===== src/sv/assert_macros.svh =====
// Assertion macros shared by the RTL that checks itself.
// Needs a signal named clock and a signal named reset in the using scope.
`ifndef ASSERT_MACROS_SVH
`define ASSERT_MACROS_SVH

// Check a property on every rising clock edge outside reset.
`define ASSERT_CLK(label, prop, msg) \
   label: assert property (@(posedge clock) disable iff (reset) (prop)) else $error(msg);

// Check that a condition implies a consequence on the same edge.
`define ASSERT_IMPLY(label, cond, cons, msg) \
   label: assert property (@(posedge clock) disable iff (reset) (cond) |-> (cons)) \
      else $error(msg);

`endif


===== src/sv/smzrm_pkg.sv =====
// Shared types and constants of the zone read master.
// No dependencies; used by every module of the block.
`timescale 1ns / 1ps

package smzrm_pkg;

   localparam int DLY_BITS   = 12;
   localparam int DLY_CALC_W = (DLY_BITS >= 12) ? DLY_BITS + 1 : 13;
   localparam logic [DLY_CALC_W-1:0] DLY_MAX = DLY_CALC_W'((1 << DLY_BITS) - 1);

   // bus delays in microseconds
   localparam logic [3:0] US_BIT  = 4'd2;
   localparam logic [3:0] US_LONG = 4'd10;

   // register reset values
   localparam logic [7:0] TPM_RESET   = 8'd1;
   localparam logic [7:0] POLL_RESET  = 8'd250;
   localparam logic [7:0] CMD_RESET   = 8'hB6;
   localparam logic [7:0] ADDRH_RESET = 8'h00;

   // register indexes
   localparam logic [1:0] CSR_TPM   = 2'd0;
   localparam logic [1:0] CSR_POLL  = 2'd1;
   localparam logic [1:0] CSR_CMD   = 2'd2;
   localparam logic [1:0] CSR_ADDRH = 2'd3;

   typedef struct packed {
      logic [7:0] ticks_per_us;
      logic [7:0] poll_limit;
      logic [7:0] command_byte;
      logic [7:0] address_high_byte;
   } cfg_type;

   typedef struct packed {
      logic       clock_line;
      logic       data_drive_level;
      logic       data_drive_enable;
      logic       busy_res;
      logic       byte_valid;
      logic [7:0] read_byte;
      logic       last_byte;
      logic       transfer_done;
      logic       transfer_status;
   } rsp_type;

endpackage


===== src/sv/smzrm_core.sv =====
// Bus sequencer of the zone read master: one step per accepted item.
// Depends on smzrm_pkg for the configuration and result types.
`timescale 1ns / 1ps

module smzrm_core import smzrm_pkg::*; (
   input  logic       clock,
   input  logic       reset,
   input  logic       step,
   input  logic       start_request,
   input  logic [7:0] zone_address,
   input  logic [7:0] byte_count,
   input  logic       sda_sample,
   input  cfg_type    cfg,
   output rsp_type    result
);

   typedef enum logic [17:0] {
      PH_IDLE      = 18'h00001,
      PH_START_LOW = 18'h00002,
      PH_START_CLK = 18'h00004,
      PH_WR_BIT    = 18'h00008,
      PH_WR_HIGH   = 18'h00010,
      PH_WR_LOW    = 18'h00020,
      PH_ACK_REL   = 18'h00040,
      PH_ACK_POLL  = 18'h00080,
      PH_ACK_END   = 18'h00100,
      PH_RD_BEGIN  = 18'h00200,
      PH_RD_LOW    = 18'h00400,
      PH_RD_HIGH   = 18'h00800,
      PH_RD_END    = 18'h01000,
      PH_AO_HIGH   = 18'h02000,
      PH_AO_LOW    = 18'h04000,
      PH_STOP      = 18'h08000,
      PH_STOP_HIGH = 18'h10000,
      PH_STOP_END  = 18'h20000
   } phase_type;

   phase_type           phase_ff, phase_in;
   logic [1:0]          hdr_ff, hdr_in;
   logic [3:0]          bit_ff, bit_in;
   logic [7:0]          shift_ff, shift_in;
   logic [DLY_BITS-1:0] dly_ff, dly_in;
   logic [7:0]          poll_ff, poll_in;
   logic [7:0]          left_ff, left_in;
   logic [7:0]          addr_ff, addr_in;
   logic [7:0]          cnt_ff, cnt_in;
   logic                clk_ff, clk_in;
   logic                dat_ff, dat_in;
   logic                drv_ff, drv_in;
   logic                fail_ff, fail_in;
   logic                go_stop, go_read;
   logic [3:0]          bit_next;

   // load value of the delay counter for a wait of us microseconds
   function automatic logic [DLY_BITS-1:0] dly_load(input logic [3:0] us,
                                                    input logic [7:0] tpm);
      logic [DLY_CALC_W-1:0] prod;
      prod = DLY_CALC_W'(us) * DLY_CALC_W'(tpm);
      if (prod > DLY_MAX) begin
         prod = DLY_MAX;
      end
      if (prod != '0) begin
         prod = prod - 1'b1;
      end
      return prod[DLY_BITS-1:0];
   endfunction

   function automatic logic [7:0] hdr_byte(input logic [1:0] idx, input cfg_type c,
                                           input logic [7:0] addr, input logic [7:0] cnt);
      logic [7:0] b;
      unique case (idx)
         2'd0:    b = c.command_byte;
         2'd1:    b = c.address_high_byte;
         2'd2:    b = addr;
         default: b = cnt;
      endcase
      return b;
   endfunction

   assign bit_next = bit_ff + 4'd1;

   always_comb begin
      phase_in = phase_ff;
      hdr_in   = hdr_ff;
      bit_in   = bit_ff;
      shift_in = shift_ff;
      dly_in   = dly_ff;
      poll_in  = poll_ff;
      left_in  = left_ff;
      addr_in  = addr_ff;
      cnt_in   = cnt_ff;
      clk_in   = clk_ff;
      dat_in   = dat_ff;
      drv_in   = drv_ff;
      fail_in  = fail_ff;
      go_stop  = 1'b0;
      go_read  = 1'b0;
      result   = '0;

      if (phase_ff != PH_IDLE && dly_ff != '0) begin
         dly_in = dly_ff - 1'b1;
      end else begin
         unique case (phase_ff)
            PH_IDLE: begin
               if (start_request) begin
                  addr_in  = zone_address;
                  cnt_in   = byte_count;
                  left_in  = byte_count;
                  hdr_in   = 2'd0;
                  fail_in  = 1'b0;
                  drv_in   = 1'b1;
                  clk_in   = 1'b1;
                  dat_in   = 1'b1;
                  dly_in   = dly_load(US_LONG, cfg.ticks_per_us);
                  phase_in = PH_START_LOW;
               end
            end
            PH_START_LOW: begin
               dat_in   = 1'b0;
               dly_in   = dly_load(US_BIT, cfg.ticks_per_us);
               phase_in = PH_START_CLK;
            end
            PH_START_CLK: begin
               clk_in   = 1'b0;
               shift_in = hdr_byte(hdr_ff, cfg, addr_ff, cnt_ff);
               bit_in   = 4'd0;
               dly_in   = '0;
               phase_in = PH_WR_BIT;
            end
            PH_WR_BIT: begin
               drv_in   = 1'b1;
               clk_in   = 1'b0;
               dat_in   = shift_ff[7];
               shift_in = {shift_ff[6:0], 1'b0};
               dly_in   = dly_load(US_BIT, cfg.ticks_per_us);
               phase_in = PH_WR_HIGH;
            end
            PH_WR_HIGH: begin
               clk_in   = 1'b1;
               dly_in   = dly_load(US_BIT, cfg.ticks_per_us);
               phase_in = PH_WR_LOW;
            end
            PH_WR_LOW: begin
               clk_in   = 1'b0;
               dly_in   = dly_load(US_BIT, cfg.ticks_per_us);
               bit_in   = bit_next;
               phase_in = (bit_next >= 4'd8) ? PH_ACK_REL : PH_WR_BIT;
            end
            PH_ACK_REL: begin
               drv_in   = 1'b0;
               clk_in   = 1'b1;
               dat_in   = 1'b1;
               poll_in  = 8'd0;
               dly_in   = dly_load(US_BIT, cfg.ticks_per_us);
               phase_in = PH_ACK_POLL;
            end
            PH_ACK_POLL: begin
               if (!sda_sample) begin
                  dly_in   = dly_load(US_BIT, cfg.ticks_per_us);
                  phase_in = PH_ACK_END;
               end else if (poll_ff >= cfg.poll_limit) begin
                  fail_in = 1'b1;
                  go_stop = 1'b1;
               end else begin
                  poll_in = poll_ff + 8'd1;
                  dly_in  = dly_load(US_BIT, cfg.ticks_per_us);
               end
            end
            PH_ACK_END: begin
               clk_in = 1'b0;
               if (hdr_ff == 2'd3) begin
                  go_read = 1'b1;
               end else begin
                  hdr_in   = hdr_ff + 2'd1;
                  shift_in = hdr_byte(hdr_ff + 2'd1, cfg, addr_ff, cnt_ff);
                  bit_in   = 4'd0;
                  dly_in   = '0;
                  phase_in = PH_WR_BIT;
               end
            end
            PH_RD_BEGIN: begin
               go_read = 1'b1;
            end
            PH_RD_LOW: begin
               clk_in   = 1'b0;
               dly_in   = dly_load(US_BIT, cfg.ticks_per_us);
               phase_in = PH_RD_HIGH;
            end
            PH_RD_HIGH: begin
               clk_in   = 1'b1;
               shift_in = {shift_ff[6:0], sda_sample};
               bit_in   = bit_next;
               dly_in   = dly_load(US_BIT, cfg.ticks_per_us);
               phase_in = (bit_next >= 4'd8) ? PH_RD_END : PH_RD_LOW;
            end
            PH_RD_END: begin
               clk_in   = 1'b0;
               drv_in   = 1'b1;
               dat_in   = (left_ff == 8'd1);
               dly_in   = dly_load(US_BIT, cfg.ticks_per_us);
               phase_in = PH_AO_HIGH;
            end
            PH_AO_HIGH: begin
               clk_in   = 1'b1;
               dly_in   = dly_load(US_BIT, cfg.ticks_per_us);
               phase_in = PH_AO_LOW;
            end
            PH_AO_LOW: begin
               clk_in            = 1'b0;
               result.byte_valid = 1'b1;
               result.read_byte  = shift_ff;
               result.last_byte  = (left_ff == 8'd1);
               if (left_ff != 8'd0) begin
                  left_in = left_ff - 8'd1;
               end
               dly_in   = '0;
               phase_in = PH_RD_BEGIN;
            end
            PH_STOP: begin
               go_stop = 1'b1;
            end
            PH_STOP_HIGH: begin
               clk_in   = 1'b1;
               dly_in   = dly_load(US_BIT, cfg.ticks_per_us);
               phase_in = PH_STOP_END;
            end
            PH_STOP_END: begin
               dat_in                 = 1'b1;
               result.transfer_done   = 1'b1;
               result.transfer_status = fail_ff;
               dly_in                 = '0;
               phase_in               = PH_IDLE;
            end
            default: begin
               dly_in   = '0;
               phase_in = PH_IDLE;
            end
         endcase

         // next byte or, with none left, the stop
         if (go_read) begin
            if (left_ff == 8'd0) begin
               go_stop = 1'b1;
            end else begin
               drv_in   = 1'b0;
               bit_in   = 4'd0;
               shift_in = 8'd0;
               dly_in   = dly_load(US_LONG, cfg.ticks_per_us);
               phase_in = PH_RD_LOW;
            end
         end
         if (go_stop) begin
            drv_in   = 1'b1;
            clk_in   = 1'b0;
            dat_in   = 1'b0;
            dly_in   = dly_load(US_LONG, cfg.ticks_per_us);
            phase_in = PH_STOP_HIGH;
         end
      end

      result.clock_line        = clk_in;
      result.data_drive_level  = dat_in;
      result.data_drive_enable = drv_in;
      result.busy_res          = (phase_in != PH_IDLE);
   end

   always_ff @(posedge clock) begin
      if (reset) begin
         phase_ff <= PH_IDLE;
         hdr_ff   <= '0;
         bit_ff   <= '0;
         shift_ff <= '0;
         dly_ff   <= '0;
         poll_ff  <= '0;
         left_ff  <= '0;
         addr_ff  <= '0;
         cnt_ff   <= '0;
         clk_ff   <= 1'b1;
         dat_ff   <= 1'b1;
         drv_ff   <= 1'b1;
         fail_ff  <= 1'b0;
      end else if (step) begin
         phase_ff <= phase_in;
         hdr_ff   <= hdr_in;
         bit_ff   <= bit_in;
         shift_ff <= shift_in;
         dly_ff   <= dly_in;
         poll_ff  <= poll_in;
         left_ff  <= left_in;
         addr_ff  <= addr_in;
         cnt_ff   <= cnt_in;
         clk_ff   <= clk_in;
         dat_ff   <= dat_in;
         drv_ff   <= drv_in;
         fail_ff  <= fail_in;
      end
   end

endmodule


===== src/sv/smzrm_obuf.sv =====
// Result register with one skid stage of the zone read master.
// Depends on smzrm_pkg for the result type.
`timescale 1ns / 1ps

module smzrm_obuf import smzrm_pkg::*; (
   input  logic    clock,
   input  logic    reset,
   input  logic    in_valid,
   output logic    in_ready,
   input  rsp_type in_data,
   output logic    out_valid,
   input  logic    out_ready,
   output rsp_type out_data
);

   logic    out_valid_ff, skid_valid_ff;
   rsp_type out_ff, skid_ff;
   logic    push, pop;

   assign in_ready  = !skid_valid_ff;
   assign push      = in_valid && in_ready;
   assign pop       = out_valid_ff && out_ready;
   assign out_valid = out_valid_ff;
   assign out_data  = out_ff;

   always_ff @(posedge clock) begin
      if (reset) begin
         out_valid_ff  <= 1'b0;
         skid_valid_ff <= 1'b0;
      end else if (skid_valid_ff) begin
         if (pop) begin
            skid_valid_ff <= 1'b0;
         end
      end else if (push) begin
         if (!out_valid_ff || pop) begin
            out_valid_ff <= 1'b1;
         end else begin
            skid_valid_ff <= 1'b1;
         end
      end else if (pop) begin
         out_valid_ff <= 1'b0;
      end
   end

   always_ff @(posedge clock) begin
      if (skid_valid_ff) begin
         if (pop) begin
            out_ff <= skid_ff;
         end
      end else if (push) begin
         if (!out_valid_ff || pop) begin
            out_ff <= in_data;
         end else begin
            skid_ff <= in_data;
         end
      end
   end

endmodule


===== src/sv/secure_memory_zone_read_master.sv =====
// Top level of the zone read master: register file, sequencer, result buffer.
// Depends on smzrm_pkg, smzrm_core, smzrm_obuf and assert_macros.svh.
//
//   channel   direction  handshake               carries
//   req_      in         req_valid / req_ready   one bus tick: start, address, count, data sample
//   rsp_      out        rsp_valid / rsp_ready   bus pins, received byte and end status
//   csr       in/out     psel, penable, pready   four 8-bit registers at byte addresses 0..12
//
// One item per cycle while req_ready is high; its result lands in the output or skid register.
// The sequencer state steps only on an accepted item, so one item is one bus tick.
// A stalled result side holds one result in the output register and one in the skid
// stage; req_ready drops only when both are full.
// Reset is synchronous; there is no clearing pass.
`timescale 1ns / 1ps

module secure_memory_zone_read_master import smzrm_pkg::*; (
   input  logic        clock,
   input  logic        reset,
   // input items
   input  logic        req_valid,
   output logic        req_ready,
   input  logic        req_start_request,
   input  logic [7:0]  req_zone_address,
   input  logic [7:0]  req_byte_count,
   input  logic        req_sda_sample,
   // result items
   output logic        rsp_valid,
   input  logic        rsp_ready,
   output logic        rsp_clock_line,
   output logic        rsp_data_drive_level,
   output logic        rsp_data_drive_enable,
   output logic        rsp_busy_res,
   output logic        rsp_byte_valid,
   output logic [7:0]  rsp_read_byte,
   output logic        rsp_last_byte,
   output logic        rsp_transfer_done,
   output logic        rsp_transfer_status,
   // register port
   input  logic        psel,
   input  logic        penable,
   input  logic        pwrite,
   input  logic [3:0]  paddr,
   input  logic [31:0] pwdata,
   output logic [31:0] prdata,
   output logic        pready
);

   cfg_type    cfg_ff;
   rsp_type    step_rsp, buf_rsp;
   logic       step;
   logic       csr_wr;
   logic [1:0] csr_idx;

   // register port: no wait states, word index from the upper address bits
   assign pready  = 1'b1;
   assign csr_wr  = psel && penable && pwrite;
   assign csr_idx = paddr[3:2];

   always_ff @(posedge clock) begin
      if (reset) begin
         cfg_ff.ticks_per_us      <= TPM_RESET;
         cfg_ff.poll_limit        <= POLL_RESET;
         cfg_ff.command_byte      <= CMD_RESET;
         cfg_ff.address_high_byte <= ADDRH_RESET;
      end else if (csr_wr) begin
         unique case (csr_idx)
            CSR_TPM:   cfg_ff.ticks_per_us      <= pwdata[7:0];
            CSR_POLL:  cfg_ff.poll_limit        <= pwdata[7:0];
            CSR_CMD:   cfg_ff.command_byte      <= pwdata[7:0];
            CSR_ADDRH: cfg_ff.address_high_byte <= pwdata[7:0];
            default:   cfg_ff.ticks_per_us      <= cfg_ff.ticks_per_us;
         endcase
      end
   end

   always_comb begin
      unique case (csr_idx)
         CSR_TPM:   prdata = {24'd0, cfg_ff.ticks_per_us};
         CSR_POLL:  prdata = {24'd0, cfg_ff.poll_limit};
         CSR_CMD:   prdata = {24'd0, cfg_ff.command_byte};
         CSR_ADDRH: prdata = {24'd0, cfg_ff.address_high_byte};
         default:   prdata = '0;
      endcase
   end

   // advance the bus sequencer on every accepted item
   assign step = req_valid && req_ready;

   smzrm_core u_core (
      .clock         (clock),
      .reset         (reset),
      .step          (step),
      .start_request (req_start_request),
      .zone_address  (req_zone_address),
      .byte_count    (req_byte_count),
      .sda_sample    (req_sda_sample),
      .cfg           (cfg_ff),
      .result        (step_rsp)
   );

   // hold the result until the far side takes it
   smzrm_obuf u_obuf (
      .clock     (clock),
      .reset     (reset),
      .in_valid  (req_valid),
      .in_ready  (req_ready),
      .in_data   (step_rsp),
      .out_valid (rsp_valid),
      .out_ready (rsp_ready),
      .out_data  (buf_rsp)
   );

   assign rsp_clock_line        = buf_rsp.clock_line;
   assign rsp_data_drive_level  = buf_rsp.data_drive_level;
   assign rsp_data_drive_enable = buf_rsp.data_drive_enable;
   assign rsp_busy_res          = buf_rsp.busy_res;
   assign rsp_byte_valid        = buf_rsp.byte_valid;
   assign rsp_read_byte         = buf_rsp.read_byte;
   assign rsp_last_byte         = buf_rsp.last_byte;
   assign rsp_transfer_done     = buf_rsp.transfer_done;
   assign rsp_transfer_status   = buf_rsp.transfer_status;

   `include "assert_macros.svh"

   // a back-pressured input means both buffer slots are full
   `ASSERT_IMPLY(a_stall_full, !req_ready, rsp_valid, "input stalled with empty result register")
   // a received byte and the end of the transfer never share a tick
   `ASSERT_CLK(a_byte_not_done, !(rsp_valid && rsp_byte_valid && rsp_transfer_done), "byte on done tick")
   // the done tick already reports the bus as free
   `ASSERT_IMPLY(a_done_idle, rsp_valid && rsp_transfer_done, !rsp_busy_res, "busy on done tick")
   // a fail status only comes with the done pulse
   `ASSERT_IMPLY(a_status_done, rsp_valid && rsp_transfer_status, rsp_transfer_done, "status without done")

endmodule

===== config.mk =====
export PLATFORM = sky130hd
export DESIGN_NAME = secure_memory_zone_read_master
export DESIGN_NICKNAME = d
export VERILOG_FILES = /design/src/sv/smzrm_pkg.sv /design/src/sv/smzrm_core.sv /design/src/sv/smzrm_obuf.sv /design/src/sv/secure_memory_zone_read_master.sv
export VERILOG_INCLUDE_DIRS = /design/src /design/src/sv
export SDC_FILE = /design/constraint.sdc
export NUM_CORES = 1
export LEC_CHECK = 0
export BUFFER_PORTS_ARGS = -buffer_cell sky130_fd_sc_hd__buf_2
export CAP_MARGIN = 40
export CORE_MARGIN = 5
export CORE_UTILIZATION = 30
export DETAILED_ROUTE_END_ITERATION = 8
export PLACE_DENSITY_LB_ADDON = 0.3
export SLEW_MARGIN = 20
export SYNTH_ARGS = -nofsm -noshare
export SYNTH_HDL_FRONTEND = slang
export SYNTH_HIERARCHICAL = 1
export SYNTH_SLANG_ARGS = --single-unit

===== constraint.sdc =====
create_clock -name clock -period 4.35 [get_ports clock]
set_clock_uncertainty 0.05 [all_clocks]
set_input_delay 0.435 -clock clock [delete_from_list [all_inputs] [get_ports clock]]
set_output_delay 0.435 -clock clock [all_outputs]
set_load 0.02 [all_outputs]

==> impl_metrics.ini <==
[outcome]
status = complete, no violations

[synthesis]
synth_simple_gate_area_share_pct = 23.0
synth_edf_count = 32
yosysWarnings = 6
synth_cells = 1087
syn_area_mm2 = 0.00929
synth-compound-area-share_pct = 20.0
synthAdderAreaFrac_pct = 4.66
async_flop_share_pct = 0
synth_top_family_by_area = simple AND/OR/NAND/NOR gates
synth_xor_area_share_pct = 2.45
ys_seq_area_share_pct = 34.9
syn_avg_cell_area_um2 = 8.55
synth_seq_cells = 146
ys_types = 84
synth.area.mux_share_pct = 7.66
ys_dominant_reg_cell = dfxtp_1

[sta]
relSlewSlack_pct = 48.8
min_period_ps = 3750
drv_slew = 0
tns_ps = 0
rsz0062_at_grt = false
timing_hold_violations_final = 0
worstMarginPinSlew_ps = 766
finalCritPeriodShare_pct = 86.2
setup_viol = 0
clock.fmax_mhz = 267

[detailed_routing]
antenna_left = 0
route.met3.wl_mm = 1.72
met2_length_mm = 11.3
wl_per_cell_um = 17.3
routed.top_layer = met4
first_pass_iters = 7
viasPerCell = 5.39
wl_mm = 26.6
drc = 0
drt_iter0_drc = 740
dr_total_vias = 8258
wl_met1_mm = 13.0

[final_layout]
final_common_cell = dfxtp_1
finish.utilization_pct = 34.2
drive_above_1_share_pct = 14.4
antenna_cells = 0
nets = 1219
final_cell_mix = 114 x dfxtp_1, 106 x nand2_1, 104 x nor2_1
area_delta_synth_final_pct = 12.7

[worst_setup_path]
required_ps = 4640
end_kind = register
start_kind = register
critPathKind = reg -> reg
crit_buf_inv = 1
crit_path_max_fanout = 10
critPathArrivalTime_ps = 4040
path_common_cell = ha_1
cp_top_family = compound AO/OA/AOI/OAI gates
critical-path-max-stage-delay_ps = 450
path_cells = ha_1 -> ha_1 -> inv_1 -> fa_1 -> xor2_1 -> and3_1 -> a21boi_0 -> o2111ai_1 -> o211ai_1 -> xnor2_1 -> or3_1 -> a311oi_1
crit_slowest_cell = o2111ai_1

[place]
place.port_buffers = 60
dpl.hpwl_mm = 19.4
place_congestion = 0.894

[cts]
numCtsBuffers = 17
cts_hold_buffers = 0
clock-sinks = 146
clock-root-buffer = clkbuf_16
worstSkewPairLatency_ps = 430
clockBufferDepth = 2
ctsResizeCount = 0
h-tree-depth = 4
cts_setup_buffers = 0
path_clk_slew_ps = 70
cts_tree = done

[pwr]
irDropWorstVdd_uv = 429
power_density_mw_per_mm2 = 515
p_leak_nw = 4.09

[die]
pin_count = 112
dieArea_mm2 = 0.0346
fp-row-count = 64
die_w_um = 186
die_h_um = 186
fp.coreArea_mm2 = 0.0306
initial_core_util_pct = 30.4

[flow_run]
maxCapViolations = 0

[hold_path]
hold_path_class = in -> reg

[global_routing]
grt_max_degree = 64
grt.total_usage_pct = 15.1
grt_antenna_before_repair = 0
grt_pass1_wl_mm = 42.0
grt_pass1_vias = 7595
gr-total-overflow = 0
[per-stage QoR]
step / setup WS [ps] / total power [mW] / instance area [um2] / hold slack, ps / cells
final: 601 / 5.39 / 10500 / 167 / 1533
after global routing: 277 / 5.71 / 10500 / 189 / 1533
after CTS: 644 / 5.39 / 10400 / 151 / 1531
after detailed placement: 661 / 3.86 / 9840 / 416 / 1499
after global placement: 785 / 3.86 / 9840 / 412 / 1499
after floorplan: 1190 / 3.30 / 9380 / 398 / 1110
[logic make-up after synthesis]
group | count (synthesis)
simple gates | 411
compound gates | 277
flops | 146
buf+inv | 132
mux | 59
fa+ha+maj | 34
xor+xnor | 26
other cells | 2
[cells in the mapped netlist (8+ instances only)]
cell type	instances	area, um2
dfxtp_1	114	2280
nand2_1	106	398
nor2_1	104	390
a21oi_1	80	400
o21ai_0	54	270
inv_1	43	161
clkbuf_1	39	146
mux2i_1	34	340
ha_1	33	413
edfxtp_1	32	961
buf_4	30	225
nor3_1	27	135
nand2b_1	26	163
nand3_1	22	110
a22oi_1	20	150
xnor2_1	20	175
mux2_2	17	191
a222oi_1	16	160
and3_1	16	100
nand4_1	16	100
nor4_1	15	93.8
a31oi_1	11	68.8
a21o_1	10	75.1
a221oi_1	10	87.6
buf_2	10	50.1
nor2b_1	10	62.6
nor3b_1	10	75.1
o211ai_1	9	67.6
or3_1	9	56.3
and2_1	8	50.1
mux4_2	8	180
or2b_1	8	60.1
[worst paths after layout]
kind,slack [ps],end,startpoint,cells after the start
setup / recovery,600,u_core/dly_ff[6]$_SDFFE_PP0P_,cfg_ff[25]$_SDFFE_PP0P_,12
hold / removal,170,u_obuf/skid_valid_ff$_SDFF_PP0_,rsp_ready,2
setup reg to reg,600,u_core/dly_ff[6]$_SDFFE_PP0P_,cfg_ff[25]$_SDFFE_PP0P_,12
hold reg to reg,430,u_core/addr_ff[0]$_SDFFE_PP0P_,u_core/addr_ff[0]$_SDFFE_PP0P_,2
[registers in the layout, summed over array words and instances (netlist names)]
| signal | count |
|---|---|
| u_core/dly_ff | 12 |
| u_core/bit_ff | 4 |
| u_core/drv_ff | 1 |
| u_core/shift_ff | 8 |
| u_core/left_ff | 8 |
| u_core/cnt_ff | 8 |
| u_core/fail_ff | 1 |
| u_core/addr_ff | 8 |
| u_core/poll_ff | 8 |
| u_obuf/out_data | 16 |
| u_core/hdr_ff | 2 |
| cfg_ff | 32 |
| u_core/dat_ff | 1 |
| u_core/phase_ff | 18 |
| u_obuf/skid_valid_ff | 1 |
| u_core/clk_ff | 1 |
| u_obuf/skid_ff | 16 |
| u_obuf/out_valid | 1 |
[routing by layer]
layer	up-vias	track usage, %
met1	3893	22.2
met2	298	22.2
met5	-	0
met3	33	2.87
li1	4034	-
met4	0	4.75
[worst register-to-register path: stages (launching register included)]
cell	delay [ps]
dfxtp_1	380
ha_1	310
ha_1	180
inv_1	60
fa_1	400
xor2_1	240
and3_1	220
a21boi_0	340
o2111ai_1	450
o211ai_1	340
xnor2_1	110
or3_1	320
a311oi_1	250
[cell type report]
type	instances	area (um2)
Clock buffer	19	475
Clock inverter	13	129
Fill cell	3220	20100
Inverter	44	165
Multi-Input combinational cell	832	5470
Sequential cell	146	3240
Tap cell	396	495
Timing Repair Buffer	83	487
[where the power goes]
group	internal [mW]	total [mW]	leakage (nW)	switching (mW)
Combinational	0.714	2.13	2.58	1.42
Sequential	1.57	1.75	1.21	0.182
Clock	0.831	1.51	0.299	0.679
Note: power is estimated with default switching activity, not from simulation.
